### src/rtl/singleton_hold_release_tracker_macros.svh
// Assertion helpers; clk and rst must be in scope where they are used.
`ifndef SINGLETON_HOLD_RELEASE_TRACKER_MACROS_SVH
`define SINGLETON_HOLD_RELEASE_TRACKER_MACROS_SVH

// Same-cycle implication.
`define SHRT_ASSERT_NOW(label, ante, cons, msg) \
  label: assert property (@(posedge clk) disable iff (rst) (ante) |-> (cons)) else $error(msg);

// Next-cycle implication.
`define SHRT_ASSERT_NEXT(label, ante, cons, msg) \
  label: assert property (@(posedge clk) disable iff (rst) (ante) |=> (cons)) else $error(msg);

`endif

### src/rtl/shrt_pkg.sv
package shrt_pkg;

  localparam int KEY_W = 6;
  localparam int JOB_W = 64;
  localparam int ACT_W = 16;

  typedef enum logic [1:0] {
    CMD_REQUEST  = 2'd0,
    CMD_ACTIVE   = 2'd1,
    CMD_INACTIVE = 2'd2
  } cmd_t;

  typedef enum logic [2:0] {
    ST_COUNTED   = 3'd0,
    ST_RELEASED  = 3'd1,
    ST_HELD      = 3'd2,
    ST_NO_NAME   = 3'd3,
    ST_POOL_FULL = 3'd4
  } status_t;

  typedef struct packed {
    logic [1:0]       command;
    logic [KEY_W-1:0] key_slot;
    logic             has_name;
    logic [JOB_W-1:0] job_id;
  } req_item_t;

  typedef struct packed {
    status_t          status;
    logic             release_valid;
    logic [JOB_W-1:0] release_job;
    logic [ACT_W-1:0] active_after;
  } rsp_item_t;

  typedef enum logic [3:0] {
    S_CLEAR,
    S_IDLE,
    S_MOD,
    S_DEC,
    S_FIND,
    S_RM,
    S_SHIFT,
    S_CNT,
    S_REL,
    S_WR,
    S_DONE
  } state_t;

  typedef struct packed {
    logic    load_in;
    logic    mod_step;
    logic    clr_step;
    logic    cnt_load;
    logic    status_set;
    status_t status;
    logic    append;
    logic    scan;
    logic    scan_init;
    logic    held_inc;
    logic    take_first;
    logic    ptr_load;
    logic    shift;
    logic    total_dec;
    logic    rel_load;
    logic    cnt_write;
    logic    out_load;
  } dp_cmd_t;

  typedef struct packed {
    logic [1:0] command;
    logic       named;
    logic       slot_big;
    logic       cnt_zero;
    logic       pool_full;
    logic       empty;
    logic       qlive;
    logic       slot_hit;
    logic       job_hit;
    logic       last;
    logic       first_valid;
    logic       first_last;
    logic       rel_ok;
    logic       clr_last;
  } dp_sts_t;

endpackage

### src/rtl/shrt_dp.sv
module shrt_dp #(
  parameter int KEY_SLOTS   = 64,
  parameter int HOLD_SLOTS  = 32,
  parameter int COUNT_WIDTH = 16
) (
  input  logic                clk,
  input  logic                rst,
  input  shrt_pkg::dp_cmd_t   cmd,
  output shrt_pkg::dp_sts_t   sts,
  input  shrt_pkg::req_item_t req_item,
  output shrt_pkg::rsp_item_t rsp_item
);
  import shrt_pkg::*;

  localparam int SW = $clog2(KEY_SLOTS);
  localparam int PW = $clog2(HOLD_SLOTS);
  localparam int TW = $clog2(HOLD_SLOTS + 1);
  localparam logic [KEY_W-1:0] KEY_STEP = KEY_W'(KEY_SLOTS % (2 ** KEY_W));

  logic [1:0]             command;
  logic                   named;
  logic [KEY_W-1:0]       red;
  logic [JOB_W-1:0]       job;
  logic [SW-1:0]          slot;
  logic [COUNT_WIDTH-1:0] cnt;
  logic [COUNT_WIDTH-1:0] cnt_next;
  logic [COUNT_WIDTH-1:0] cnt_q;
  status_t                status;
  logic                   rel_valid;
  logic [JOB_W-1:0]       rel_job;
  logic [TW-1:0]          total;
  logic [TW-1:0]          ptr;
  logic [PW-1:0]          qidx;
  logic                   qlive;
  logic [SW-1:0]          q_slot;
  logic [JOB_W-1:0]       q_job;
  logic [TW-1:0]          held;
  logic                   first_valid;
  logic [PW-1:0]          first_idx;
  logic [JOB_W-1:0]       first_job;
  logic [SW-1:0]          cidx;
  rsp_item_t              rsp;

  logic [COUNT_WIDTH-1:0] cnt_mem   [KEY_SLOTS];
  logic [SW-1:0]          pool_slot [HOLD_SLOTS];
  logic [JOB_W-1:0]       pool_job  [HOLD_SLOTS];

  assign slot = SW'(red);

  always_comb begin
    cnt_next = cnt_q;
    if (named && command == CMD_ACTIVE && !(&cnt_q)) begin
      cnt_next = cnt_q + 1'b1;
    end else if (named && command == CMD_INACTIVE && cnt_q != '0) begin
      cnt_next = cnt_q - 1'b1;
    end
  end

  always_ff @(posedge clk) begin
    if (rst) begin
      total       <= '0;
      qlive       <= 1'b0;
      cidx        <= '0;
      first_valid <= 1'b0;
    end else begin
      qlive <= cmd.scan && (ptr < total);
      if (cmd.clr_step) begin
        cidx <= cidx + 1'b1;
      end
      if (cmd.append) begin
        total <= total + 1'b1;
      end else if (cmd.total_dec) begin
        total <= total - 1'b1;
      end
      if (cmd.scan_init) begin
        first_valid <= 1'b0;
      end else if (cmd.take_first) begin
        first_valid <= 1'b1;
      end
    end
  end

  always_ff @(posedge clk) begin
    if (cmd.load_in) begin
      command   <= req_item.command;
      named     <= req_item.has_name;
      red       <= req_item.key_slot;
      job       <= req_item.job_id;
      rel_valid <= 1'b0;
      rel_job   <= '0;
    end else if (cmd.mod_step) begin
      red <= red - KEY_STEP;
    end else if (cmd.rel_load) begin
      rel_valid <= 1'b1;
      rel_job   <= first_job;
    end
    if (cmd.load_in) begin
      status <= ST_COUNTED;
    end else if (cmd.status_set) begin
      status <= cmd.status;
    end
    if (cmd.cnt_load) begin
      cnt <= cnt_next;
    end
    if (cmd.scan_init) begin
      ptr  <= '0;
      held <= '0;
    end else begin
      if (cmd.ptr_load) begin
        ptr <= TW'(first_idx) + 1'b1;
      end else if (cmd.scan) begin
        ptr <= ptr + 1'b1;
      end
      if (cmd.held_inc) begin
        held <= held + 1'b1;
      end
    end
    qidx <= ptr[PW-1:0];
    if (cmd.take_first) begin
      first_idx <= qidx;
      first_job <= q_job;
    end
    if (cmd.out_load) begin
      rsp.status        <= status;
      rsp.release_valid <= rel_valid;
      rsp.release_job   <= rel_job;
      rsp.active_after  <= ACT_W'(cnt);
    end
  end

  always_ff @(posedge clk) begin
    if (cmd.clr_step) begin
      cnt_mem[cidx] <= '0;
    end else if (cmd.cnt_write) begin
      cnt_mem[slot] <= cnt;
    end
    cnt_q <= cnt_mem[slot];
  end

  always_ff @(posedge clk) begin
    if (cmd.append) begin
      pool_slot[total[PW-1:0]] <= slot;
      pool_job[total[PW-1:0]]  <= job;
    end else if (cmd.shift && qlive) begin
      pool_slot[qidx - 1'b1] <= q_slot;
      pool_job[qidx - 1'b1]  <= q_job;
    end
    q_slot <= pool_slot[ptr[PW-1:0]];
    q_job  <= pool_job[ptr[PW-1:0]];
  end

  assign sts.command     = command;
  assign sts.named       = named;
  assign sts.slot_big    = (red >= KEY_SLOTS);
  assign sts.cnt_zero    = (cnt_q == '0);
  assign sts.pool_full   = (total == TW'(HOLD_SLOTS));
  assign sts.empty       = (total == '0);
  assign sts.qlive       = qlive;
  assign sts.slot_hit    = (q_slot == slot);
  assign sts.job_hit     = (q_job == job);
  assign sts.last        = (TW'(qidx) == total - 1'b1);
  assign sts.first_valid = first_valid;
  assign sts.first_last  = (TW'(first_idx) == total - 1'b1);
  assign sts.rel_ok      = (held != '0) && (cnt == held);
  assign sts.clr_last    = (cidx == SW'(KEY_SLOTS - 1));

  assign rsp_item = rsp;

endmodule

### src/rtl/shrt_ctrl.sv
`include "singleton_hold_release_tracker_macros.svh"

module shrt_ctrl (
  input  logic              clk,
  input  logic              rst,
  input  logic              req_valid,
  output logic              req_stall,
  output logic              rsp_valid,
  input  logic              rsp_stall,
  output shrt_pkg::dp_cmd_t cmd,
  input  shrt_pkg::dp_sts_t sts
);
  import shrt_pkg::*;

  state_t state;
  state_t state_next;
  logic   to_wr;
  logic   to_wr_next;
  logic   rsp_free;
  logic   hit;

  assign req_stall = (state != S_IDLE);
  assign rsp_free  = !rsp_valid || !rsp_stall;

  always_ff @(posedge clk) begin
    if (rst) begin
      state     <= S_CLEAR;
      to_wr     <= 1'b0;
      rsp_valid <= 1'b0;
    end else begin
      state <= state_next;
      to_wr <= to_wr_next;
      if (cmd.out_load) begin
        rsp_valid <= 1'b1;
      end else if (!rsp_stall) begin
        rsp_valid <= 1'b0;
      end
    end
  end

  always_comb begin
    cmd        = '0;
    state_next = state;
    to_wr_next = to_wr;
    hit        = 1'b0;
    case (state)
      S_CLEAR: begin
        cmd.clr_step = 1'b1;
        if (sts.clr_last) begin
          state_next = S_IDLE;
        end
      end
      S_IDLE: begin
        if (req_valid) begin
          cmd.load_in = 1'b1;
          state_next  = S_MOD;
        end
      end
      S_MOD: begin
        if (sts.slot_big) begin
          cmd.mod_step = 1'b1;
        end else begin
          state_next = S_DEC;
        end
      end
      S_DEC: begin
        cmd.cnt_load = 1'b1;
        state_next   = S_DONE;
        if (sts.command == CMD_REQUEST) begin
          cmd.status_set = 1'b1;
          if (!sts.named) begin
            cmd.status = ST_NO_NAME;
          end else if (sts.cnt_zero) begin
            cmd.status = ST_RELEASED;
          end else if (sts.pool_full) begin
            cmd.status = ST_POOL_FULL;
          end else begin
            cmd.status = ST_HELD;
            cmd.append = 1'b1;
          end
        end else if (sts.named && sts.command == CMD_ACTIVE) begin
          cmd.scan_init = 1'b1;
          state_next    = S_CNT;
        end else if (sts.named && sts.command == CMD_INACTIVE) begin
          cmd.scan_init = 1'b1;
          state_next    = S_FIND;
        end
      end
      S_FIND: begin
        hit = sts.qlive && sts.slot_hit && sts.job_hit;
        if (sts.empty || (sts.qlive && sts.last && !hit)) begin
          cmd.scan_init = 1'b1;
          state_next    = S_CNT;
        end else if (hit) begin
          cmd.take_first = 1'b1;
          to_wr_next     = 1'b0;
          state_next     = S_RM;
        end else begin
          cmd.scan = 1'b1;
        end
      end
      S_RM: begin
        if (sts.first_last) begin
          cmd.total_dec = 1'b1;
          if (to_wr) begin
            state_next = S_WR;
          end else begin
            cmd.scan_init = 1'b1;
            state_next    = S_CNT;
          end
        end else begin
          cmd.ptr_load = 1'b1;
          state_next   = S_SHIFT;
        end
      end
      S_SHIFT: begin
        cmd.shift = 1'b1;
        if (sts.qlive && sts.last) begin
          cmd.total_dec = 1'b1;
          if (to_wr) begin
            state_next = S_WR;
          end else begin
            cmd.scan_init = 1'b1;
            state_next    = S_CNT;
          end
        end else begin
          cmd.scan = 1'b1;
        end
      end
      S_CNT: begin
        hit = sts.qlive && sts.slot_hit;
        if (hit) begin
          cmd.held_inc   = 1'b1;
          cmd.take_first = !sts.first_valid;
        end
        if (sts.empty || (sts.qlive && sts.last)) begin
          state_next = S_REL;
        end else begin
          cmd.scan = 1'b1;
        end
      end
      S_REL: begin
        if (sts.rel_ok) begin
          cmd.rel_load = 1'b1;
          to_wr_next   = 1'b1;
          state_next   = S_RM;
        end else begin
          state_next = S_WR;
        end
      end
      S_WR: begin
        cmd.cnt_write = 1'b1;
        state_next    = S_DONE;
      end
      S_DONE: begin
        if (rsp_free) begin
          cmd.out_load = 1'b1;
          state_next   = S_IDLE;
        end
      end
      default: begin
        state_next = S_IDLE;
      end
    endcase
  end

  `SHRT_ASSERT_NOW(a_load_free, cmd.out_load, (!rsp_valid || !rsp_stall), "result overwritten")
  `SHRT_ASSERT_NOW(a_append_room, cmd.append, !sts.pool_full, "append into full hold pool")
  `SHRT_ASSERT_NOW(a_drop_nonempty, cmd.total_dec, !sts.empty, "removal from empty hold pool")
  `SHRT_ASSERT_NOW(a_release_found, cmd.rel_load, sts.first_valid, "release without held job")
  `SHRT_ASSERT_NEXT(a_accept_start, (req_valid && !req_stall), (state == S_MOD), "item not started")

endmodule

### src/rtl/singleton_hold_release_tracker.sv
// channel  dir  handshake              payload
// req      in   req_valid / req_stall  shrt_pkg::req_item_t (command, key_slot, has_name, job_id)
// rsp      out  rsp_valid / rsp_stall  shrt_pkg::rsp_item_t (status, release_*, active_after)
//
// One item at a time. Slot reduction comes first; a request or an ignored event then needs no
// pass over the hold pool. A named active event makes one pass over the hold pool; an inactive
// event makes up to two passes plus gap closing, all bound by the single read port of the pool.
// After reset the count store is cleared with req_stall high.
// A result waits in the output register; the next item is taken while it waits.
module singleton_hold_release_tracker #(
  parameter int KEY_SLOTS   = 64,
  parameter int HOLD_SLOTS  = 32,
  parameter int COUNT_WIDTH = 16
) (
  input  logic                clk,
  input  logic                rst,
  input  logic                req_valid,
  output logic                req_stall,
  input  shrt_pkg::req_item_t req_item,
  output logic                rsp_valid,
  input  logic                rsp_stall,
  output shrt_pkg::rsp_item_t rsp_item
);
  import shrt_pkg::*;

  dp_cmd_t cmd;
  dp_sts_t sts;

  shrt_ctrl u_ctrl (
    .clk       (clk),
    .rst       (rst),
    .req_valid (req_valid),
    .req_stall (req_stall),
    .rsp_valid (rsp_valid),
    .rsp_stall (rsp_stall),
    .cmd       (cmd),
    .sts       (sts)
  );

  shrt_dp #(
    .KEY_SLOTS   (KEY_SLOTS),
    .HOLD_SLOTS  (HOLD_SLOTS),
    .COUNT_WIDTH (COUNT_WIDTH)
  ) u_dp (
    .clk      (clk),
    .rst      (rst),
    .cmd      (cmd),
    .sts      (sts),
    .req_item (req_item),
    .rsp_item (rsp_item)
  );

endmodule
### config.mk
export PLATFORM = sky130hd
export DESIGN_NAME = singleton_hold_release_tracker
export DESIGN_NICKNAME = d
export VERILOG_FILES = /design/src/rtl/shrt_pkg.sv /design/src/rtl/shrt_dp.sv /design/src/rtl/shrt_ctrl.sv /design/src/rtl/singleton_hold_release_tracker.sv
export VERILOG_INCLUDE_DIRS = /design/src /design/src/rtl
export SDC_FILE = /design/constraint.sdc
export NUM_CORES = 2
export LEC_CHECK = 0
export ABC_AREA = 0
export BUFFER_PORTS_ARGS = -buffer_cell sky130_fd_sc_hd__buf_2
export CAP_MARGIN = 0
export CELL_PAD_IN_SITES_DETAIL_PLACEMENT = 1
export CELL_PAD_IN_SITES_GLOBAL_PLACEMENT = 2
export CORE_ASPECT_RATIO = 1.25
export CORE_MARGIN = 3
export CORE_UTILIZATION = 45
export DETAILED_ROUTE_END_ITERATION = 10
export GPL_ROUTABILITY_DRIVEN = 0
export PLACE_DENSITY = 0.72
export SLEW_MARGIN = 10
export SYNTH_ARGS = -nofsm -noshare
export SYNTH_HDL_FRONTEND = slang
export SYNTH_SLANG_ARGS = --single-unit
### constraint.sdc
create_clock -name clk -period 14.24 [get_ports clk]
set_input_delay 2.136 -clock clk [delete_from_list [all_inputs] [get_ports clk]]
set_output_delay 2.136 -clock clk [all_outputs]
set_load 0.01 [all_outputs]
; ---- Yosys cells after proc, flatten, opt, wreduce, memory -nomap -nowiden
; Memory sizes are Yosys's and may differ from the RTL's. A register that Yosys moved wholly into a read port is not among the register bits.
; Cells that the tools add are included.
[word_totals]
ff_bits = 347
ramBits = 3264
input_bits = 77
memories = 3
[op_classes]
add_sub_neg = 9
n_lt_le_gt_ge = 1
eq_ne = 30
n_mux = 86
reduce_logical = 35
[mem_list]
columns = name, words, word_bits, rd, rd_ports_with_merged_regs, wr, line
row1 = u_dp.pool_job, 32, 64, 1, 1, 1, shrt_dp.sv:46  ; logic [JOB_W-1:0] pool_job [HOLD_SLOTS];
row2 = u_dp.cnt_mem, 64, 16, 1, 1, 1, shrt_dp.sv:44  ; logic [COUNT_WIDTH-1:0] cnt_mem [KEY_SLOTS];
row3 = u_dp.pool_slot, 32, 6, 1, 1, 1, shrt_dp.sv:45  ; logic [SW-1:0] pool_slot [HOLD_SLOTS];
[ops]
columns = operator, n
row1 = $eq A64 B64 Y1, 1
row2 = $mux W64, 1
row3 = $reduce_or A64 Y1, 1
row4 = $mux W4, 13
row5 = $mux W1, 48
row6 = $mux W16, 3
row7 = $mux W6, 8
row8 = $pmux W4 S11, 1
row9 = $add A6 B1 Y6 const B, 4
row10 = $add A16 B1 Y16 const B, 1
row11 = $eq A16 B6 Y1, 1
row12 = $eq A4 B3 Y1 const B, 4
row13 = $logic_not A16 Y1, 1
row14 = $reduce_and A16 Y1, 1
row15 = $reduce_bool A16 Y1, 1
row16 = $reduce_or A16 Y1, 1
row17 = $sub A16 B1 Y16 const B, 1
row18 = $mux W5, 3
row19 = $eq A4 B4 Y1 const B, 3
row20 = $eq A5 B6 Y1, 2
row21 = $eq A6 B6 Y1 const B, 2
row22 = $logic_and A1 B1 Y1, 11
row23 = $ne A2 B1 Y1 const B, 5
row24 = $mux W3, 3
row25 = other kinds (27), 41

; ---- Logic depth before layout (Yosys ltp)
[logic_depth]
depth_word = 10
depth_mapped = 16
depth_no_buf = 13

; ---- By module
; A second synthesis with hierarchy kept.
[unflattened]
cells_unflattened = 6293
area_unflattened_um2 = 140442.2
[by_module_without_submodules]
columns = module, n_inst, cells_each, area_each_um2
row1 = shrt_dp, 1, 6198, 139724.0
row2 = shrt_ctrl, 1, 95, 718.2

; ---- Least setup slack after synthesis
; No wires, ideal clock.
[synth_timing]
path_kind = register to register
start = register u_dp.red[3]
end = register u_dp.first_idx[0], enable pin
setup_time_ns = 0.599
arrival_time_ns = 6.392
required_ns = 13.641
slack_ns = 7.250
stages_incl_launch_ff = 6
synth_period_minus_slack_ns = 6.990
cell_sequence = edfxtp_1 > buf_2 > xor2_1 > or4_1 > buf_2 > o31ai_1
[synth_rtl]
columns = element, line
row1 = start: declaration, shrt_dp.sv:22  ; logic [KEY_W-1:0] red;
row2 = start signal: assignment, shrt_dp.sv:87  ; red <= req_item.key_slot;
row3 = start signal: assignment, shrt_dp.sv:92  ; red <= red - KEY_STEP;
row4 = end signal: assignment, shrt_dp.sv:120  ; first_idx <= qidx;
row5 = end: declaration, shrt_dp.sv:39  ; logic [PW-1:0] first_idx;

; ---- Final worst setup path
[layout_timing]
start = register u_ctrl.state[3]
end = memory u_dp.pool_slot[27][4] (netlist bit), enable pin
[layout_between]
elab_chain_len = 8
elab_cells_between_ends = 13
cone_classes = eq/ne: 2 / mux: 9 / reduce/logical: 2
[layout_lines]
columns = element, line
row1 = start: declaration, shrt_ctrl.sv:15  ; state_t state;
row2 = start signal: assignment, shrt_ctrl.sv:31  ; state <= state_next;
row3 = $eq A4 B3 Y1, shrt_ctrl.sv:46  ; case (state)
row4 = $mux W1, shrt_ctrl.sv:46
row5 = $logic_and A1 B1 Y1, shrt_dp.sv:144  ; end else if (cmd.shift && qlive) begin
row6 = $mux W1, shrt_dp.sv:144
row7 = $mux W1, shrt_dp.sv:141  ; if (cmd.append) begin
row8 = $mux W1 (not written as such), shrt_dp.sv:145  ; pool_slot[qidx - 1'b1] <= q_slot;
row9 = $reduce_or A6 Y1 (no line), n/a
row10 = $mux W5 (no line) or $mux W1 (tied branches), n/a
row11 = end: declaration, shrt_dp.sv:45
; Parallel ways exist; a longest one is shown, timed or not.

==> summary.md <==
| Metric | Value |
|---|---|
| Post-CTS Setup Bufs | 0 |
| Slew HR | 14.8% |
| Layout cells sized above 1 | 29.8% |
| Slowest cell on crit path | nor2_4 |
| Crit-path max FO | 46 |
| DRT Wirelength | 375 mm |
| Post-route DRC | 0 |
| Post-synthesis cell area | 0.140 sq mm |
| Crit start category | flop |
| Sw frac | 27.1% |
| Clk_skew | around 0.061 ns |
| Sink Count | 3697 |
| Initial antenna violation count | 18 |
| Family with the most delay on the worst path | buffers and inverters |
| Crit path capture type | flop |
| XOR/XNOR Fraction of Synth Area | 0.770% |
| Initial Util | 45.3% |
| Worst Hold Slack | roughly 0.4 ns |
| Post-layout minimum cycle time | 5.73 ns |
| Peak supply drop | 0.151 mV |
| Inserted Clock Buffers | 362 |
| Total core area | 0.309 sq mm |
| Yosys warns | 0 |
| Largest net degree at the start of global routing | between 100 and 150 |
| Most frequent cells in the layout | 3506 x edfxtp_1, 1036 x mux4_2, 399 x nand2_1 |
| Crit-path cells | nor2b_1, nand3_4, buf_4, buf_4, o21ai_0, nor2_1, nand2_1, nor2_4, buf_4 |
| Hpwl dp | ~230 mm |
| # setup viols final | 0 |
| Clk slew on worst S/H paths | 0.06 ns |
| Clock Latency Late Sink | 0.91 ns |
| Synth async-reset ratio | 0% |
| Main combinational cell family by area after synthesis | multiplexers |
| Synth Area in Simple Gates | 2.28% |
| Multiplexer share of the synthesized area | 17.3% |
| Status | completed |
| Post-Synth Adder-Cell Area | 0.134% |
| CTS tree | yes |
| Main synth FF type | edfxtp_1 |
| Slowest Stage Delay on Critical Path | 1.00 ns |
| Max-slew violations | 0 |
| CTS root buffer | clkbuf_16 |
| Area Overhead vs Synth | 12.8% |
| Total chip power | 27.0 mW |
| H-tree levels | 5 |
| Cell internal pwr | 19.7 mW |
| Placed Cells | 10336 |
| PwrDens | 171 mW/mm^2 |
| Synth Instances | 6171 |
| # IOs | 163 |
| Worst endpoint data arrival time | 6.22 ns |
| Critical setup path kind | flop to flop |
| Wirelength per Cell | about 34 um |
| Min-delay worst type | flop to flop |
| Hold Fails Final Rpt | 0 |
| DR vias/cell | 6.04 |
| IO buf count | approximately 160 |
| Peak Freq | approximately 170 MHz |
| Final nets | about 6700 |
| Fin cells | 11003 |
| Max Buffers Root-to-Sink | 4 |
| Initial detailed-routing violation count | 8119 |
| Number of global-route vias before repair | 68971 |
| Commonest non-fill, non-tap cell in the layout | edfxtp_1 |
| Post-route ant nets | 0 |
| Chip Width | between 500 and 600 um |
| Post-synthesis compound-gate area fraction | 0.781% |
| PostCTS Resize Cnt | 0 |
| Vias | 66439 |
| Synth Area per Inst | 22.7 sq um |
| Lkg Pwr | 49.8 nW |
| Site Rows | around 230 |
| Cts hold-fix bufs | 0 |
| Post-synth EDFFs | between 3000 and 4000 |
| Most frequent CP cell | buf_4 |
| Gr usage total | 23.5% |
| Clock share of power | between 30% and 40% |
| Combinational share of power | 18.8% |
| Height of the die | 630 um |
| First-pass GRT wire length | 534 mm |
| TritonRoute pass-1 iters | 6 |
| Part of the power in registers | 46.9% |
| Data required, critical path | 14.73 ns |
| Post-synthesis sequential area ratio | approximately 80% |
| Crit path buffers/inverters | 3 |
| Post-synthesis net count | 6263 |
| Number of synthesized register bits | 3697 |
| Fin crit share | 40.3% |
| FF-to-FF setup slack | 8.51 ns |
| Max_cap viols | 0 |
| Synth cell types | 68 |
| Grt ovf | 0 |
| Setup TNS | 0 ns |
| Psw | 7.30 mW |
| Tightest Pin Transition | roughly 1.3 ns |
| Die ar. | around 0.32 sq mm |
| RSZ-0062 raised after global routing | false |
[through the flow]
stage	util, %	setup WS, ns	instance area (sq um)
after floorplan	-	7.25	140000
after global placement	47.4	8.63	147000
after detailed placement	47.4	8.56	147000
after CTS	51.1	8.51	158000
after global routing	51.1	8.26	158000
final	51.1	8.51	158000
[registers in the layout (all words and copies together) (netlist names), 16 cells and up]
signal / flops
u_dp.q_job: 64
u_dp.job: 64
u_dp.pool_job: 2048
u_dp.rsp_item: 84
u_dp.first_job: 64
u_dp.cnt_mem: 1024
u_dp.cnt_q: 16
u_dp.rel_job: 64
u_dp.pool_slot: 192
u_dp.cnt: 16
[worst register-to-register path: cells and delay by family (launching register included)]
| family | cells | cell delay [ns] |
|---|---|---|
| buf+inv | 3 | 2.23 |
| simple gates | 5 | 2.14 |
| flops | 1 | 0.63 |
| compound gates | 1 | 0.32 |
[worst paths after layout]
| check | cells after the start | from | end |
|---|---|---|---|
| setup reg to reg | 9 | u_ctrl.state[3] | u_dp.pool_slot[27][4] |
| hold / removal | 0 | u_dp.rel_job[44] | u_dp.rsp_item[60] |
| setup / recovery | 9 | u_ctrl.state[3] | u_dp.pool_slot[27][4] |
| hold reg to reg | 0 | u_dp.rel_job[44] | u_dp.rsp_item[60] |
[cell families (layout without fill, tap and decap cells)]
group,Yosys count,count (layout)
compound gates,175,175
xor+xnor,120,120
fa+ha+maj,15,15
buf+inv,328,1007
flops,3697,3697
mux,1112,1112
other cells,0,13
simple gates,724,724
[cells in the mapped netlist (all sizes together) (15+ instances only)]
| library cell | n | area [sq um] |
|---|---|---|
| nor4 | 40 | 250 |
| nand2 | 399 | 1500 |
| buf | 93 | 364 |
| mux4 | 1036 | 23300 |
| ha | 15 | 188 |
| a21oi | 83 | 415 |
| xnor2 | 26 | 228 |
| xor2 | 92 | 806 |
| o21ai | 22 | 110 |
| nand4 | 19 | 119 |
| inv | 17 | 63.8 |
| dfxtp | 191 | 3820 |
| nand3 | 26 | 130 |
| edfxtp | 3506 | 105000 |
| mux2 | 71 | 800 |
| and2 | 17 | 106 |
| nor3 | 19 | 100 |
| nor2 | 139 | 522 |
| clkbuf | 217 | 815 |
[power by group through the flow]
stage	clock network, mW	registers [mW]	logic [mW]
floorplan	0	12.6	3.41
global placement	0	12.9	5.07
detailed placement	0	12.9	5.11
CTS	9.43	12.6	5.13
global route	9.87	12.7	5.34
finish	9.26	12.6	5.07
[layer usage]
layer	GRT usage, %	wire length (um)	vias to the layer above
li1	-	-	26614
met3	3.50	26200	547
met5	0	13	-
met2	38.2	184000	2744
met4	7.94	13900	2
met1	32.7	151000	36532
[layout make-up]
class	instances	area, sq um
clock buffer	473	9840
tap	4140	5180
fill	27025	151000
sequential	3697	109000
clock inverter	181	1460
timing repair buffer	335	2210
multi-input combinational	2146	30100
antenna	13	32.5
inverter	18	82.6
Note: power is estimated with default switching activity, not from simulation.
